`src/gsfd_pkg.sv`:
```
// shared types, constants and crc function for the gas sensor frame decoder
package gsfd_pkg;

    // crc-8 parameters: polynomial x^8 + x^5 + x^4 + 1, no reflection
    localparam logic [7:0] CRC_POLY = 8'h31;
    localparam logic [7:0] CRC_INIT = 8'hFF;

    // frame layout: three words of high byte, low byte, crc byte
    localparam logic [3:0] POS_FIRST = 4'd0;
    localparam logic [3:0] POS_LAST  = 4'd8;

    // byte role inside a word
    typedef enum logic [1:0] {
        SLOT_HI  = 2'd0,
        SLOT_LO  = 2'd1,
        SLOT_CRC = 2'd2
    } slot_t;

    // word index inside a frame
    localparam logic [1:0] WORD_CO2  = 2'd0;
    localparam logic [1:0] WORD_TEMP = 2'd1;
    localparam logic [1:0] WORD_HUM  = 2'd2;

    // scaling constants for the fixed point conversions
    localparam logic [14:0] TEMP_SCALE  = 15'd17500;
    localparam logic [13:0] HUM_SCALE   = 14'd10000;
    localparam logic [14:0] TEMP_OFFSET = 15'd4500;

    // one collected frame handed from the front to the back
    typedef struct packed {
        logic [15:0] co2_raw;
        logic [15:0] temp_raw;
        logic [15:0] hum_raw;
        logic        failed;
        logic [1:0]  bad_idx;
    } frame_t;

    // absorb one byte into the crc, msb first, eight unrolled steps
    function automatic logic [7:0] crc_absorb(input logic [7:0] crc, input logic [7:0] data);
        logic [7:0] c;
        c = crc ^ data;
        for (int k = 0; k < 8; k++) begin
            if (c[7])
                c = {c[6:0], 1'b0} ^ CRC_POLY;
            else
                c = {c[6:0], 1'b0};
        end
        return c;
    endfunction

endpackage

```
`src/gas_sensor_frame_crc_decoder.sv`:
```
// top level of the gas sensor frame decoder
//
//  channel | signals                                            | direction
//  --------+----------------------------------------------------+----------
//  input   | in_valid, in_stall, rx_byte, frame_start           | in
//  output  | out_valid, out_stall, co2_ppm, temperature_centi,  | out
//          | humidity_centi, status, bad_word                   |
//
// one byte word is taken every cycle while in_stall is low; the crc is one
// unrolled step per byte; a result goes from the edge that takes its ninth
// byte through the queue write, then the multiply stage, then the output register
// reset clears the byte count, crc, failure flag, queue and stage valids
// in_stall rises only while the frame queue is full; out_stall holds the
// output register and backs up through the multiply stage into the queue
module gas_sensor_frame_crc_decoder
#(
    parameter int QUEUE_DEPTH = 2
)
(
    input  logic               clk,
    input  logic               rst_n,
    input  logic               in_valid,
    output logic               in_stall,
    input  logic [7:0]         rx_byte,
    input  logic               frame_start,
    output logic               out_valid,
    input  logic               out_stall,
    output logic [15:0]        co2_ppm,
    output logic signed [14:0] temperature_centi,
    output logic [13:0]        humidity_centi,
    output logic               status,
    output logic [1:0]         bad_word
);

    logic             push, pop, full, not_empty;
    gsfd_pkg::frame_t push_frame, head_frame;

    assign in_stall = full;

    // byte parsing and checking
    gsfd_front u_front
    (
        .clk         (clk),
        .rst_n       (rst_n),
        .in_valid    (in_valid),
        .in_stall    (in_stall),
        .rx_byte     (rx_byte),
        .frame_start (frame_start),
        .push        (push),
        .push_frame  (push_frame)
    );

    // frame queue
    gsfd_queue #(.DEPTH(QUEUE_DEPTH)) u_queue
    (
        .clk        (clk),
        .rst_n      (rst_n),
        .push       (push),
        .push_frame (push_frame),
        .pop        (pop),
        .full       (full),
        .not_empty  (not_empty),
        .head_frame (head_frame)
    );

    // scaling and result delivery
    gsfd_back u_back
    (
        .clk               (clk),
        .rst_n             (rst_n),
        .q_valid           (not_empty),
        .q_frame           (head_frame),
        .q_pop             (pop),
        .out_valid         (out_valid),
        .out_stall         (out_stall),
        .co2_ppm           (co2_ppm),
        .temperature_centi (temperature_centi),
        .humidity_centi    (humidity_centi),
        .status            (status),
        .bad_word          (bad_word)
    );

endmodule

```
`src/gsfd_front.sv`:
```
// front end: byte counting, crc checking and word collection
module gsfd_front
(
    input  logic                 clk,
    input  logic                 rst_n,
    input  logic                 in_valid,
    input  logic                 in_stall,
    input  logic [7:0]           rx_byte,
    input  logic                 frame_start,
    output logic                 push,
    output gsfd_pkg::frame_t     push_frame
);

    logic [3:0]  pos_reg, pos_next;
    logic [7:0]  crc_reg, crc_next;
    logic        failed_reg, failed_next;
    logic [1:0]  idx_reg, idx_next;
    logic [15:0] co2_reg, co2_next;
    logic [15:0] temp_reg, temp_next;
    logic [15:0] hum_reg, hum_next;

    logic        accept;
    logic [3:0]  pos_eff;
    logic [7:0]  crc_eff;
    logic        failed_eff;
    logic [1:0]  idx_eff;
    logic [1:0]  word_idx;
    gsfd_pkg::slot_t slot;
    logic        fail_now;
    logic        last;

    assign accept = in_valid && !in_stall;

    // a start flag restarts the frame on this very word
    always_comb
    begin
        pos_eff    = frame_start ? gsfd_pkg::POS_FIRST : pos_reg;
        crc_eff    = frame_start ? gsfd_pkg::CRC_INIT : crc_reg;
        failed_eff = frame_start ? 1'b0 : failed_reg;
        idx_eff    = frame_start ? gsfd_pkg::WORD_CO2 : idx_reg;
    end

    // position to word index and byte role
    always_comb
    begin
        case (pos_eff)
            4'd0:    begin word_idx = gsfd_pkg::WORD_CO2;  slot = gsfd_pkg::SLOT_HI;  end
            4'd1:    begin word_idx = gsfd_pkg::WORD_CO2;  slot = gsfd_pkg::SLOT_LO;  end
            4'd2:    begin word_idx = gsfd_pkg::WORD_CO2;  slot = gsfd_pkg::SLOT_CRC; end
            4'd3:    begin word_idx = gsfd_pkg::WORD_TEMP; slot = gsfd_pkg::SLOT_HI;  end
            4'd4:    begin word_idx = gsfd_pkg::WORD_TEMP; slot = gsfd_pkg::SLOT_LO;  end
            4'd5:    begin word_idx = gsfd_pkg::WORD_TEMP; slot = gsfd_pkg::SLOT_CRC; end
            4'd6:    begin word_idx = gsfd_pkg::WORD_HUM;  slot = gsfd_pkg::SLOT_HI;  end
            4'd7:    begin word_idx = gsfd_pkg::WORD_HUM;  slot = gsfd_pkg::SLOT_LO;  end
            4'd8:    begin word_idx = gsfd_pkg::WORD_HUM;  slot = gsfd_pkg::SLOT_CRC; end
            default: begin word_idx = gsfd_pkg::WORD_CO2;  slot = gsfd_pkg::SLOT_HI;  end
        endcase
    end

    assign last     = (pos_eff == gsfd_pkg::POS_LAST);
    assign fail_now = (slot == gsfd_pkg::SLOT_CRC) && (crc_eff != rx_byte) && !failed_eff;

    // next state for one accepted word
    always_comb
    begin
        pos_next    = last ? gsfd_pkg::POS_FIRST : pos_eff + 4'd1;
        crc_next    = gsfd_pkg::CRC_INIT;
        failed_next = failed_eff || fail_now;
        idx_next    = fail_now ? word_idx : idx_eff;
        co2_next    = co2_reg;
        temp_next   = temp_reg;
        hum_next    = hum_reg;
        if (slot != gsfd_pkg::SLOT_CRC)
        begin
            crc_next = gsfd_pkg::crc_absorb(crc_eff, rx_byte);
            case (word_idx)
                gsfd_pkg::WORD_CO2:
                begin
                    if (slot == gsfd_pkg::SLOT_HI) co2_next = {rx_byte, co2_reg[7:0]};
                    else                           co2_next = {co2_reg[15:8], rx_byte};
                end
                gsfd_pkg::WORD_TEMP:
                begin
                    if (slot == gsfd_pkg::SLOT_HI) temp_next = {rx_byte, temp_reg[7:0]};
                    else                           temp_next = {temp_reg[15:8], rx_byte};
                end
                default:
                begin
                    if (slot == gsfd_pkg::SLOT_HI) hum_next = {rx_byte, hum_reg[7:0]};
                    else                           hum_next = {hum_reg[15:8], rx_byte};
                end
            endcase
        end
    end

    // frame handoff on the crc word of the third data word
    always_comb
    begin
        push                = accept && last;
        push_frame.co2_raw  = co2_reg;
        push_frame.temp_raw = temp_reg;
        push_frame.hum_raw  = hum_reg;
        push_frame.failed   = failed_next;
        push_frame.bad_idx  = idx_next;
    end

    // control state
    always_ff @(posedge clk or negedge rst_n)
    begin
        if (!rst_n)
        begin
            pos_reg    <= gsfd_pkg::POS_FIRST;
            crc_reg    <= gsfd_pkg::CRC_INIT;
            failed_reg <= 1'b0;
            idx_reg    <= gsfd_pkg::WORD_CO2;
        end
        else if (accept)
        begin
            pos_reg    <= pos_next;
            crc_reg    <= crc_next;
            failed_reg <= last ? 1'b0 : failed_next;
            idx_reg    <= last ? gsfd_pkg::WORD_CO2 : idx_next;
        end
    end

    // collected data words
    always_ff @(posedge clk)
    begin
        if (accept)
        begin
            co2_reg  <= co2_next;
            temp_reg <= temp_next;
            hum_reg  <= hum_next;
        end
    end

endmodule

```
`src/gsfd_queue.sv`:
```
// short frame queue between the front and back ends
module gsfd_queue
#(
    parameter int DEPTH = 2
)
(
    input  logic             clk,
    input  logic             rst_n,
    input  logic             push,
    input  gsfd_pkg::frame_t push_frame,
    input  logic             pop,
    output logic             full,
    output logic             not_empty,
    output gsfd_pkg::frame_t head_frame
);

    localparam int AW = $clog2(DEPTH);
    localparam int CW = $clog2(DEPTH + 1);

    gsfd_pkg::frame_t mem [DEPTH];
    logic [AW-1:0] wr_ptr_reg, rd_ptr_reg;
    logic [CW-1:0] count_reg;
    logic          do_push, do_pop;

    assign full       = (count_reg == CW'(DEPTH));
    assign not_empty  = (count_reg != '0);
    assign do_push    = push && !full;
    assign do_pop     = pop && not_empty;
    assign head_frame = mem[rd_ptr_reg];

    // storage
    always_ff @(posedge clk)
    begin
        if (do_push)
            mem[wr_ptr_reg] <= push_frame;
    end

    // pointers and fill count
    always_ff @(posedge clk or negedge rst_n)
    begin
        if (!rst_n)
        begin
            wr_ptr_reg <= '0;
            rd_ptr_reg <= '0;
            count_reg  <= '0;
        end
        else
        begin
            if (do_push)
                wr_ptr_reg <= (wr_ptr_reg == AW'(DEPTH - 1)) ? '0 : wr_ptr_reg + 1'b1;
            if (do_pop)
                rd_ptr_reg <= (rd_ptr_reg == AW'(DEPTH - 1)) ? '0 : rd_ptr_reg + 1'b1;
            if (do_push && !do_pop)
                count_reg <= count_reg + 1'b1;
            else if (do_pop && !do_push)
                count_reg <= count_reg - 1'b1;
        end
    end

endmodule

```
`src/gsfd_back.sv`:
```
// back end: fixed point scaling and output register
module gsfd_back
(
    input  logic               clk,
    input  logic               rst_n,
    input  logic               q_valid,
    input  gsfd_pkg::frame_t   q_frame,
    output logic               q_pop,
    output logic               out_valid,
    input  logic               out_stall,
    output logic [15:0]        co2_ppm,
    output logic signed [14:0] temperature_centi,
    output logic [13:0]        humidity_centi,
    output logic               status,
    output logic [1:0]         bad_word
);

    logic        p_valid_reg;
    logic [30:0] temp_prod_reg;
    logic [29:0] hum_prod_reg;
    logic [15:0] co2_reg;
    logic        failed_reg;
    logic [1:0]  idx_reg;

    logic        o_valid_reg;
    logic [15:0] o_co2_reg;
    logic [14:0] o_temp_reg, o_temp_next;
    logic [13:0] o_hum_reg;
    logic        o_status_reg;
    logic [1:0]  o_bad_reg;

    logic out_free, p_free, p_move;

    assign out_free = !o_valid_reg || !out_stall;
    assign p_move   = p_valid_reg && out_free;
    assign p_free   = !p_valid_reg || out_free;
    assign q_pop    = q_valid && p_free;

    // floor of the scaled temperature minus offset, wraps to 15 bits
    assign o_temp_next = temp_prod_reg[30:16] - gsfd_pkg::TEMP_OFFSET;

    // stage valids
    always_ff @(posedge clk or negedge rst_n)
    begin
        if (!rst_n)
        begin
            p_valid_reg <= 1'b0;
            o_valid_reg <= 1'b0;
        end
        else
        begin
            if (p_free)
                p_valid_reg <= q_valid;
            if (out_free)
                o_valid_reg <= p_valid_reg;
        end
    end

    // multiply stage
    always_ff @(posedge clk)
    begin
        if (q_pop)
        begin
            temp_prod_reg <= q_frame.temp_raw * gsfd_pkg::TEMP_SCALE;
            hum_prod_reg  <= q_frame.hum_raw * gsfd_pkg::HUM_SCALE;
            co2_reg       <= q_frame.co2_raw;
            failed_reg    <= q_frame.failed;
            idx_reg       <= q_frame.bad_idx;
        end
    end

    // output register, zero values on a failed check
    always_ff @(posedge clk)
    begin
        if (p_move)
        begin
            o_co2_reg    <= failed_reg ? 16'd0 : co2_reg;
            o_temp_reg   <= failed_reg ? 15'd0 : o_temp_next;
            o_hum_reg    <= failed_reg ? 14'd0 : hum_prod_reg[29:16];
            o_status_reg <= failed_reg;
            o_bad_reg    <= failed_reg ? idx_reg : gsfd_pkg::WORD_CO2;
        end
    end

    assign out_valid         = o_valid_reg;
    assign co2_ppm           = o_co2_reg;
    assign temperature_centi = o_temp_reg;
    assign humidity_centi    = o_hum_reg;
    assign status            = o_status_reg;
    assign bad_word          = o_bad_reg;

endmodule

```
`config.mk`:
```
export PLATFORM = sky130hd
export DESIGN_NAME = gas_sensor_frame_crc_decoder
export DESIGN_NICKNAME = d
export VERILOG_FILES = /design/src/gsfd_pkg.sv /design/src/gas_sensor_frame_crc_decoder.sv /design/src/gsfd_front.sv /design/src/gsfd_queue.sv /design/src/gsfd_back.sv
export SDC_FILE = /design/constraint.sdc
export NUM_CORES = 1
export LEC_CHECK = 0
export BUFFER_PORTS_ARGS = -buffer_cell sky130_fd_sc_hd__buf_2
export CAP_MARGIN = 20
export CORE_UTILIZATION = 57
export DETAILED_ROUTE_END_ITERATION = 16
export PLACE_DENSITY = 0.77
export SLEW_MARGIN = 20
export SYNTH_ARGS = -nofsm -noshare
export SYNTH_HDL_FRONTEND = slang
export SYNTH_SLANG_ARGS = --single-unit
```
`constraint.sdc`:
```
create_clock -name clk -period 4.92 [get_ports clk]
set_clock_uncertainty 0.05 [all_clocks]
set_input_delay 0.984 -clock clk [delete_from_list [all_inputs] [get_ports clk]]
set_output_delay 0.984 -clock clk [all_outputs]
set_load 0.05 [all_outputs]
```
Yosys cells after proc, flatten, opt, wreduce, memory -nomap -nowiden

Memories as Yosys holds them, arrays and structs flattened.
Index checks and enable logic that the tools add are counted.

Memory bits (read-only): 64
Logic and storage cells: 113
RAM bits: 102
Bits of input ports: 13
Register bits: 191
Memories: 2
Output and inout bits: 50

Memories:

| memory           | depth | bits a word | rd ports | clocked after memory_dff | write ports | RTL line         | text |
|---|---|---|---|---|---|---|---|
| u_queue.mem      | 2     | 51          | 1        | 0                        | 1           | gsfd_queue.sv:20 | `gsfd_pkg::frame_t mem [DEPTH];` |
| (name not given) | 16    | 4           | 1        | 0                        | 0           | gsfd_front.sv:46 | `case (pos_eff)` |

Equality and inequality tests: 6
Add/sub/neg operators: 6
Reductions and logical operators: 31
Muxes and demuxes: 30
Bitwise gates (word level): 11
Multiply operators: 2

Operators with widths:

| cell                                                | number |
|---|---|
| two-way mux 8 bit                                   | 9 |
| two-way mux 6 bit                                   | 8 |
| multiplier 16 x 13 -> 29 bit, second input constant | 1 |
| multiplier 16 x 10 -> 26 bit, second input constant | 1 |
| inverter 3 bit                                      | 8 |
| AND reduction 4 bit                                 | 6 |
| subtractor 15 x 13 -> 15 bit, second input constant | 1 |
| logical AND 1 bit                                   | 10 |
| two-way mux 2 bit                                   | 5 |
| two-way mux 4 bit                                   | 2 |
| != test 8 bit                                       | 1 |
| bitwise XOR 8 bit                                   | 1 |
| zero test 1 bit                                     | 7 |
| two-way mux 1 bit                                   | 6 |
| adder 4 x 1 -> 4 bit, second input constant         | 1 |
| == test 2 bit, second input constant                | 2 |
| == test 4 bit, second input constant                | 1 |
| zero test 2 bit                                     | 2 |
| nonzero test 2 bit                                  | 2 |
| logical OR 1 bit                                    | 3 |
| adder 1 bit, second input constant                  | 2 |
| adder 2 x 1 -> 2 bit, second input constant         | 1 |
| == test 2 x 1 -> 1 bit, second input constant       | 1 |
| != test 2 bit, second input constant                | 1 |
| other kinds (3)                                     | 4 |

Depth between registers and ports, before layout

Gate-level depths: netlist of the first run.

Word-level depth: 26
Depth in mapped cells: 21
Gate-level depth less buffers: 18

By module

Synthesis of the first run repeated with hierarchy kept, for this count alone.

Cell total of the unflattened synthesis: 1159
Area, all modules: 15720.1 sq um

Modules (own cells, without submodules):

| module     | cells each | area each (sq um) | instances |
|---|---|---|---|
| gsfd_back  | 756        | 8738.4            | 1 |
| gsfd_queue | 178        | 4130.2            | 1 |
| gsfd_front | 225        | 2851.5            | 1 |

Least setup slack after synthesis of the first run

OpenSTA, ideal clock, no wires.

Kind: flip-flop to flip-flop
Start: reg u_queue.rd_ptr_reg
End: reg u_back.temp_prod_reg[25] (data pin)
Period minus slack after synthesis: 5.284 ns
Data arrival time: 4.974 ns
Cell stages (with the launch flop): 21
Path buffers: 2
Path slack: -0.364 ns
Library setup time: 0.260 ns
Path through: dfrtp_1 > buf_2 > buf_1 > mux2i_1 > inv_1 > ha_1 > inv_1 > fa_1 > inv_1 > ha_1 > fa_1 > inv_1 > fa_1 > inv_1 > ha_1 > o21a_1 > o211ai_1 > or2_2 > o21ai_0 > a21boi_1 > xnor2_1

Cells in the longest elaborated chain, start to end: 2

RTL lines:

| item                         | RTL line         | text |
|---|---|---|
| start: declaration           | gsfd_queue.sv:21 | `logic [AW-1:0] wr_ptr_reg, rd_ptr_reg;` |
| start signal: assignment     | gsfd_queue.sv:52 | `rd_ptr_reg <= (rd_ptr_reg == AW'(DEPTH - 1)) ? '0 : rd_ptr_reg + 1'b1;` |
| memory read (2 x 51 bit)     | n/a              |  |
| multiplier 16 x 13 -> 29 bit | gsfd_back.sv:64  | `temp_prod_reg <= q_frame.temp_raw * gsfd_pkg::TEMP_SCALE;` |
| end signal: assignment       | gsfd_back.sv:64  |  |
| end: declaration             | gsfd_back.sv:19  | `logic [30:0] temp_prod_reg;` |

No other way between the ends.
A chain may end at the register's enable or synchronous reset.

Worst setup path in the final report of the first run

Start: reg u_queue.rd_ptr_reg
End: reg u_back.temp_prod_reg[24] (data pin)

The elaborated chain is that of the path after synthesis.

==> results.sh, run 1 <==
export IMPL_hold_class="input pin to asynchronous set/reset pin"
export IMPL_dp_hpwl_microns=21400
export IMPL_cp_startpoint="u_queue.rd_ptr_reg"
export IMPL_io_pins=63
export IMPL_avgSynthCellArea_sq_um=12.9
export IMPL_vias=9622
export IMPL_gp_congestion=0.890
export IMPL_clockBufferDepth=3
export IMPL_post_drt_wl_per_cell_microns=18.4
export IMPL_port_buffers=62
export IMPL_ys_flop_type="edfxtp_1"
export IMPL_slew_limit_headroom_pct=38.4
export IMPL_synth_top_area_share_pct=47.3
export IMPL_fin_crit_sh_pct=101
export IMPL_cp_end_kind="flop"
export IMPL_maxSlewViolCount=0
export IMPL_drt_total_wl_microns=31700
export IMPL_largest_register="u_queue.mem"
export IMPL_synth_edf_count=246
export IMPL_syn_area_sq_um=15600
export IMPL_synth_cell_types=58
export IMPL_cpMaxStageDelayCell="fa_1"
export IMPL_layout_setup_ws_ns=-0.0710
export IMPL_ys_warn_count=0
export IMPL_largest_reg_flops=102
export IMPL_path_class="flop to flop"
export IMPL_core_sq_um=27000
export IMPL_clkLatencyLatePin_ns=0.55
export IMPL_dr_pass1_iters=5
export IMPL_drv_cap=0
export IMPL_rows=60
export IMPL_antenna_found_initial=0
export IMPL_postSynthCellCount=1209
export IMPL_worstReg2RegEnd="u_back.temp_prod_reg[24]"
export IMPL_routed_via_density=5.58
export IMPL_track_usage_pct=22.9
export IMPL_rsz0062_at_grt="yes"
export IMPL_die_w_microns=168
export IMPL_cp_top_family="adder cells"
export IMPL_endpoint="u_back.temp_prod_reg[24]"
export IMPL_layout_min_cycle_time_ns=4.99
export IMPL_max_freq_mhz=200
export IMPL_ys_seq_area_share_pct=50.7
export IMPL_final_hold_violation_count=0
export IMPL_drive_gt1_share_pct=24.6
export IMPL_cts_tree="yes"
export IMPL_ctsHtreeMaxLevel=1
export IMPL_violations="setup timing"
export IMPL_crit_fanout=7
export IMPL_max_stage_delay_ns=0.58
export IMPL_crit_path_frequent_cell="buf_6"
export IMPL_worst_pin_slew_ns=0.921
export IMPL_synth_seq_cells=267
export IMPL_cts_sinks=267
export IMPL_antenna_cells=0
export IMPL_cp_depth=17
export IMPL_critical_path_required_ns=5.15
export IMPL_r2r_start="u_queue.rd_ptr_reg"
export IMPL_critPathLaunchType="flop"
export IMPL_crit_path_cell_trace="buf_12, mux2_4, buf_6, ha_4, fa_2, ha_1, fa_1, fa_1, ha_4, nand4_1, a21oi_2, a211oi_4, buf_6, buf_6, o31ai_4, a21oi_2, xnor2_1"
export IMPL_async_flop_share_pct=7.87
export IMPL_cts_buffers=27
export IMPL_die_h_microns=168
export IMPL_grt_max_degree=49
export IMPL_worst_ep_arrival_time_ns=5.23
export IMPL_cts_root_buf="clkbuf_16"
export IMPL_rrSetupSlack_ns=-0.07
export IMPL_syn_to_final_growth_pct=19.1
export IMPL_n_fill_cell=1811
export IMPL_setup_viol=5
export IMPL_nets=1623
export IMPL_clkTransAtPathRegs_ns=0.06
export IMPL_synth_most_common_cell="edfxtp_1"
export IMPL_grt_overflow=0
export IMPL_dp_slack_ns=-0.181
export IMPL_first_iter_violations=509
export IMPL_design_die_area_sq_um=28100
export IMPL_crit_buf_inv=4
export IMPL_synth_net_count=1469
export IMPL_grt_pass1_vias=9989
export IMPL_drcViolationCount=0
export IMPL_start_util_pct=58.0
export IMPL_yosysTopAreaCell="edfxtp_1"
export IMPL_synth_area_leaders="edfxtp_1 47%, ha_1 14%, fa_1 10%"
export IMPL_outcome="finished, violations left"
export IMPL_grt_pass1_wl_microns=50600
export IMPL_antenna_left=0
export IMPL_reg2regPathDepth=17
export IMPL_synth_commonest_cells="246 x edfxtp_1, 173 x inv_1, 169 x ha_1"
export IMPL_setup_tns_ns=-0.219
export IMPL_cts_hold_buf=0
==> worst reg2reg max path: cells and delay by family, from the launching register on <==
kind,cells,cell delay (ns)
flip-flops,1,0.46
buffers and inverters,4,0.59
AND/OR/NAND/NOR,1,0.15
adder cells (fa/ha/maj),6,2.45
AO/OA/AOI/OAI,4,0.57
multiplexers,1,0.33
XOR/XNOR,1,0.13
==> cells by family after synthesis <==
group	count (synthesis)	share of synthesized area (%)
AO/OA/AOI/OAI	174	7.08
XOR/XNOR	66	3.70
adder cells (fa/ha/maj)	247	23.5
buffers and inverters	197	4.82
flip-flops	267	50.7
multiplexers	52	3.60
AND/OR/NAND/NOR	206	6.60
==> worst min-delay path by stage <==
stage                     depth (start not counted)                start            endpoint  slack [ns]
final                                             1                rst_n  u_front.pos_reg[3]        0.36
after global routing                              1                rst_n  u_front.pos_reg[3]        0.38
after CTS                                         1                rst_n  u_front.pos_reg[0]        0.36
after detailed placement                          0  u_front.co2_reg[14]  u_queue.mem[0][49]        0.38
after global placement                            0  u_front.co2_reg[10]  u_queue.mem[0][45]        0.37
after floorplan                                   0   u_front.hum_reg[7]  u_queue.mem[0][10]        0.37
==> per-layer routing <==
| layer | track usage (%) | up-vias | routed length [microns] |
|---|---|---|---|
| met5 | 0 | - | 0 |
| met3 | 2.62 | 72 | 1230 |
| met4 | 7.02 | 0 | 923 |
| met2 | 41.5 | 266 | 16300 |
| met1 | 28.7 | 4729 | 13200 |
| li1 | - | 4555 | - |
==> what timing repair did <==
action,4_1_cts,5_1_grt
setup buffers,9,13
gates cloned,1,0
gates resized for setup,86,46
endpoints found under the setup margin,21,26
pin swaps,33,40
hold endpoints to repair,0,0
==> area by class of cell <==
class                      count  area (sq um)  area share (%)
clock inverter                15           154           0.827
tap                          341           427            2.29
multi-input combinational    745          7640            41.1
sequential                   267          7920            42.6
inverter                     173           649            3.49
clock buffer                  35           736            3.95
timing repair buffer         149          1080            5.79
==> per-stage QoR <==
stage / cells / hold slack, ns / utilization (%) / cell area (sq um)
5_1_grt: 1725 / 0.379 / 69.1 / 18600
6_report: 1725 / 0.360 / 69.1 / 18600
2_1_floorplan: 1209 / 0.371 / - / 15700
3_3_place_gp: 1655 / 0.373 / 62.5 / 16800
4_1_cts: 1714 / 0.363 / 68.0 / 18300
3_5_place_dp: 1655 / 0.380 / 62.5 / 16800
==> cells in the final DEF (no fill, tap or decap), types with 27 or more instances in the layout <==
master and instances:
a21oi_1 45, buf_2 62, buf_4 74, clkbuf_16 27
edfxtp_1 246, fa_1 75, ha_1 141, inv_1 157
nand2_1 44, nor2_1 54, nor2b_1 36, xnor2_1 46
Power of run 1 is left out: the tool's default activity adds up to more than one toggle a clock period on the data nets, which glitch-free logic cannot reach.
==> run 2: changes to the inputs <==
--- a/config.mk
+++ b/config.mk
@@ -7,9 +7,12 @@
 export LEC_CHECK = 0
 export BUFFER_PORTS_ARGS = -buffer_cell sky130_fd_sc_hd__buf_2
 export CAP_MARGIN = 20
-export CORE_UTILIZATION = 57
+export CELL_PAD_IN_SITES_DETAIL_PLACEMENT = 0
+export CELL_PAD_IN_SITES_GLOBAL_PLACEMENT = 1
+export CORE_UTILIZATION = 47
 export DETAILED_ROUTE_END_ITERATION = 16
-export PLACE_DENSITY = 0.77
+export MAX_ROUTING_LAYER = met4
+export PLACE_DENSITY_LB_ADDON = 0.1
 export SLEW_MARGIN = 20
 export SYNTH_ARGS = -nofsm -noshare
 export SYNTH_HDL_FRONTEND = slang
==> results.sh, run 2 (same netlist as run 1, synthesis figures left out) <==
export IMPL_outcome="complete, no violations"
export IMPL_max_freq_mhz=204
export IMPL_critical_path_required_ns=5.16
export IMPL_antenna_cells=0
export IMPL_dr_pass1_iters=6
export IMPL_fin_hold_ws_ns=0.358
export IMPL_n_fill_cell=2639
export IMPL_rows=66
export IMPL_first_iter_violations=300
export IMPL_vias=9337
export IMPL_final_hold_violation_count=0
export IMPL_die_w_microns=184
export IMPL_dp_hpwl_microns=22300
export IMPL_drv_cap=0
export IMPL_path_class="flop to flop"
export IMPL_fin_crit_sh_pct=99.8
export IMPL_io_pins=63
export IMPL_mostFrequentLayoutCells="246 x edfxtp_1, 156 x inv_1, 129 x ha_1"
export IMPL_syn_to_final_growth_pct=21.7
export IMPL_worst_ep_arrival_time_ns=5.15
export IMPL_post_drt_wl_per_cell_microns=16.5
export IMPL_start_util_pct=47.9
export IMPL_largest_register="u_queue.mem"
export IMPL_grt_pass1_wl_microns=49400
export IMPL_setup_viol=0
export IMPL_design_die_area_sq_um=34000
export IMPL_crit_fanout=7
export IMPL_ctsHtreeMaxLevel=1
export IMPL_drcViolationCount=0
export IMPL_regArea_sq_um=7920
export IMPL_cts_buffers=29
export IMPL_multi_input_area_sq_um=7780
export IMPL_gp_congestion=0.857
export IMPL_critPathLaunchType="flop"
export IMPL_largest_reg_flops=102
export IMPL_grt_max_degree=52
export IMPL_worst_pin_slew_ns=0.903
export IMPL_antenna_found_initial=0
export IMPL_port_buffers=62
export IMPL_antenna_left=0
export IMPL_grt_pass1_vias=9700
export IMPL_cts_root_buf="clkbuf_16"
export IMPL_clkLatencyLatePin_ns=0.56
export IMPL_cts_sinks=267
export IMPL_routed_via_density=5.04
export IMPL_layout_commonest_cell="edfxtp_1"
export IMPL_cp_end_kind="flop"
export IMPL_nets=1649
export IMPL_core_sq_um=32600
export IMPL_layout_min_cycle_time_ns=4.91
export IMPL_hold_class="input pin to asynchronous set/reset pin"
export IMPL_grt_overflow=0
export IMPL_maxSlewViolCount=0
export IMPL_slew_limit_headroom_pct=39.8
export IMPL_die_h_microns=184
export IMPL_drt_total_wl_microns=30500
export IMPL_track_usage_pct=19.2
export IMPL_drive_gt1_share_pct=27.0
export IMPL_rsz0062_at_grt="yes"
export IMPL_clockBufferDepth=3
export IMPL_cts_tree="yes"
export IMPL_clkTransAtPathRegs_ns=0.07
-- run 2: changes by cell type in the layout (fill, tap and decap cells not counted), sizes merged --
cell | before | now
bufinv | 2 | 0
inv | 176 | 175
clkinvlp | 2 | 4
buf | 149 | 172
clkinv | 8 | 14
-- run 2: area by class of cell --
type	instances	area share [%]
clock buffers	34	4.02
flip-flops and latches	267	41.6
repair buffers	173	6.38
well taps	442	2.91
clock inverters	20	0.723
multi-input cells	745	40.9
inverters	173	3.42
-- run 2: final timing paths --
kind | startpoint | end | slack, ns | depth (start not counted)
worst max-delay path | u_queue.rd_ptr_reg | u_back.temp_prod_reg[23] | 0.01 | 19
max in group asynchronous | rst_n | u_queue.rd_ptr_reg | 4.05 | 1
worst max register to register | u_queue.rd_ptr_reg | u_back.temp_prod_reg[23] | 0.01 | 19
min in group clk | u_front.co2_reg[4] | u_queue.mem[1][39] | 0.39 | 0
worst min-delay path | rst_n | u_front.pos_reg[0] | 0.36 | 1
worst min register to register | u_front.co2_reg[4] | u_queue.mem[1][39] | 0.39 | 0
-- run 2: routing by layer --
metal | vias to the layer above | routed length (microns) | track usage, % | share of wire (%)
met5 | - | 0 | - | 0
met4 | 0 | 392 | 3.37 | 1.3
met3 | 31 | 742 | 2.33 | 2.4
met2 | 121 | 15100 | 33.0 | 50
met1 | 4571 | 14200 | 24.6 | 47
li1 | 4614 | - | - | -
-- run 2: timing repair --
action,in CTS,in global routing
buffers inserted,3,11
hold buffers,0,0
setup endpoints to repair,15,26
hold endpoints to repair,0,0
gates cloned,0,1
pin swaps,3,62
resized for setup,18,125
-- run 2: critical path, stage by stage (launching register included) --
cell and delay, ns:
dfrtp_2 0.47, buf_12 0.15, clkbuf_16 0.15, buf_4 0.13, mux2_4 0.31, buf_4 0.15
ha_4 0.23, fa_2 0.56, ha_4 0.21, ha_4 0.15, fa_1 0.57, ha_4 0.22
a211oi_2 0.23, o211ai_1 0.13, buf_4 0.17, a211oi_4 0.28, buf_6 0.16, o31ai_4 0.05
buf_4 0.14, xor2_2 0.13
-- run 2: per-stage QoR --
| stage | utilization [%] | cells | setup slack, ns | TNS, ns | instance area, sq um |
|---|---|---|---|---|---|
| floorplan | - | 1209 | -0.0358 | -0.0358 | 15700 |
| global placement | 52.6 | 1786 | -0.183 | -0.462 | 17200 |
| detailed placement | 52.6 | 1786 | -0.172 | -0.748 | 17200 |
| CTS | 55.7 | 1843 | -0.0379 | -0.0555 | 18200 |
| global route | 58.3 | 1854 | -0.181 | -1.14 | 19000 |
| finish | 58.3 | 1854 | 0.0113 | 0 | 19000 |
Power of run 2 is left out for the same reason.
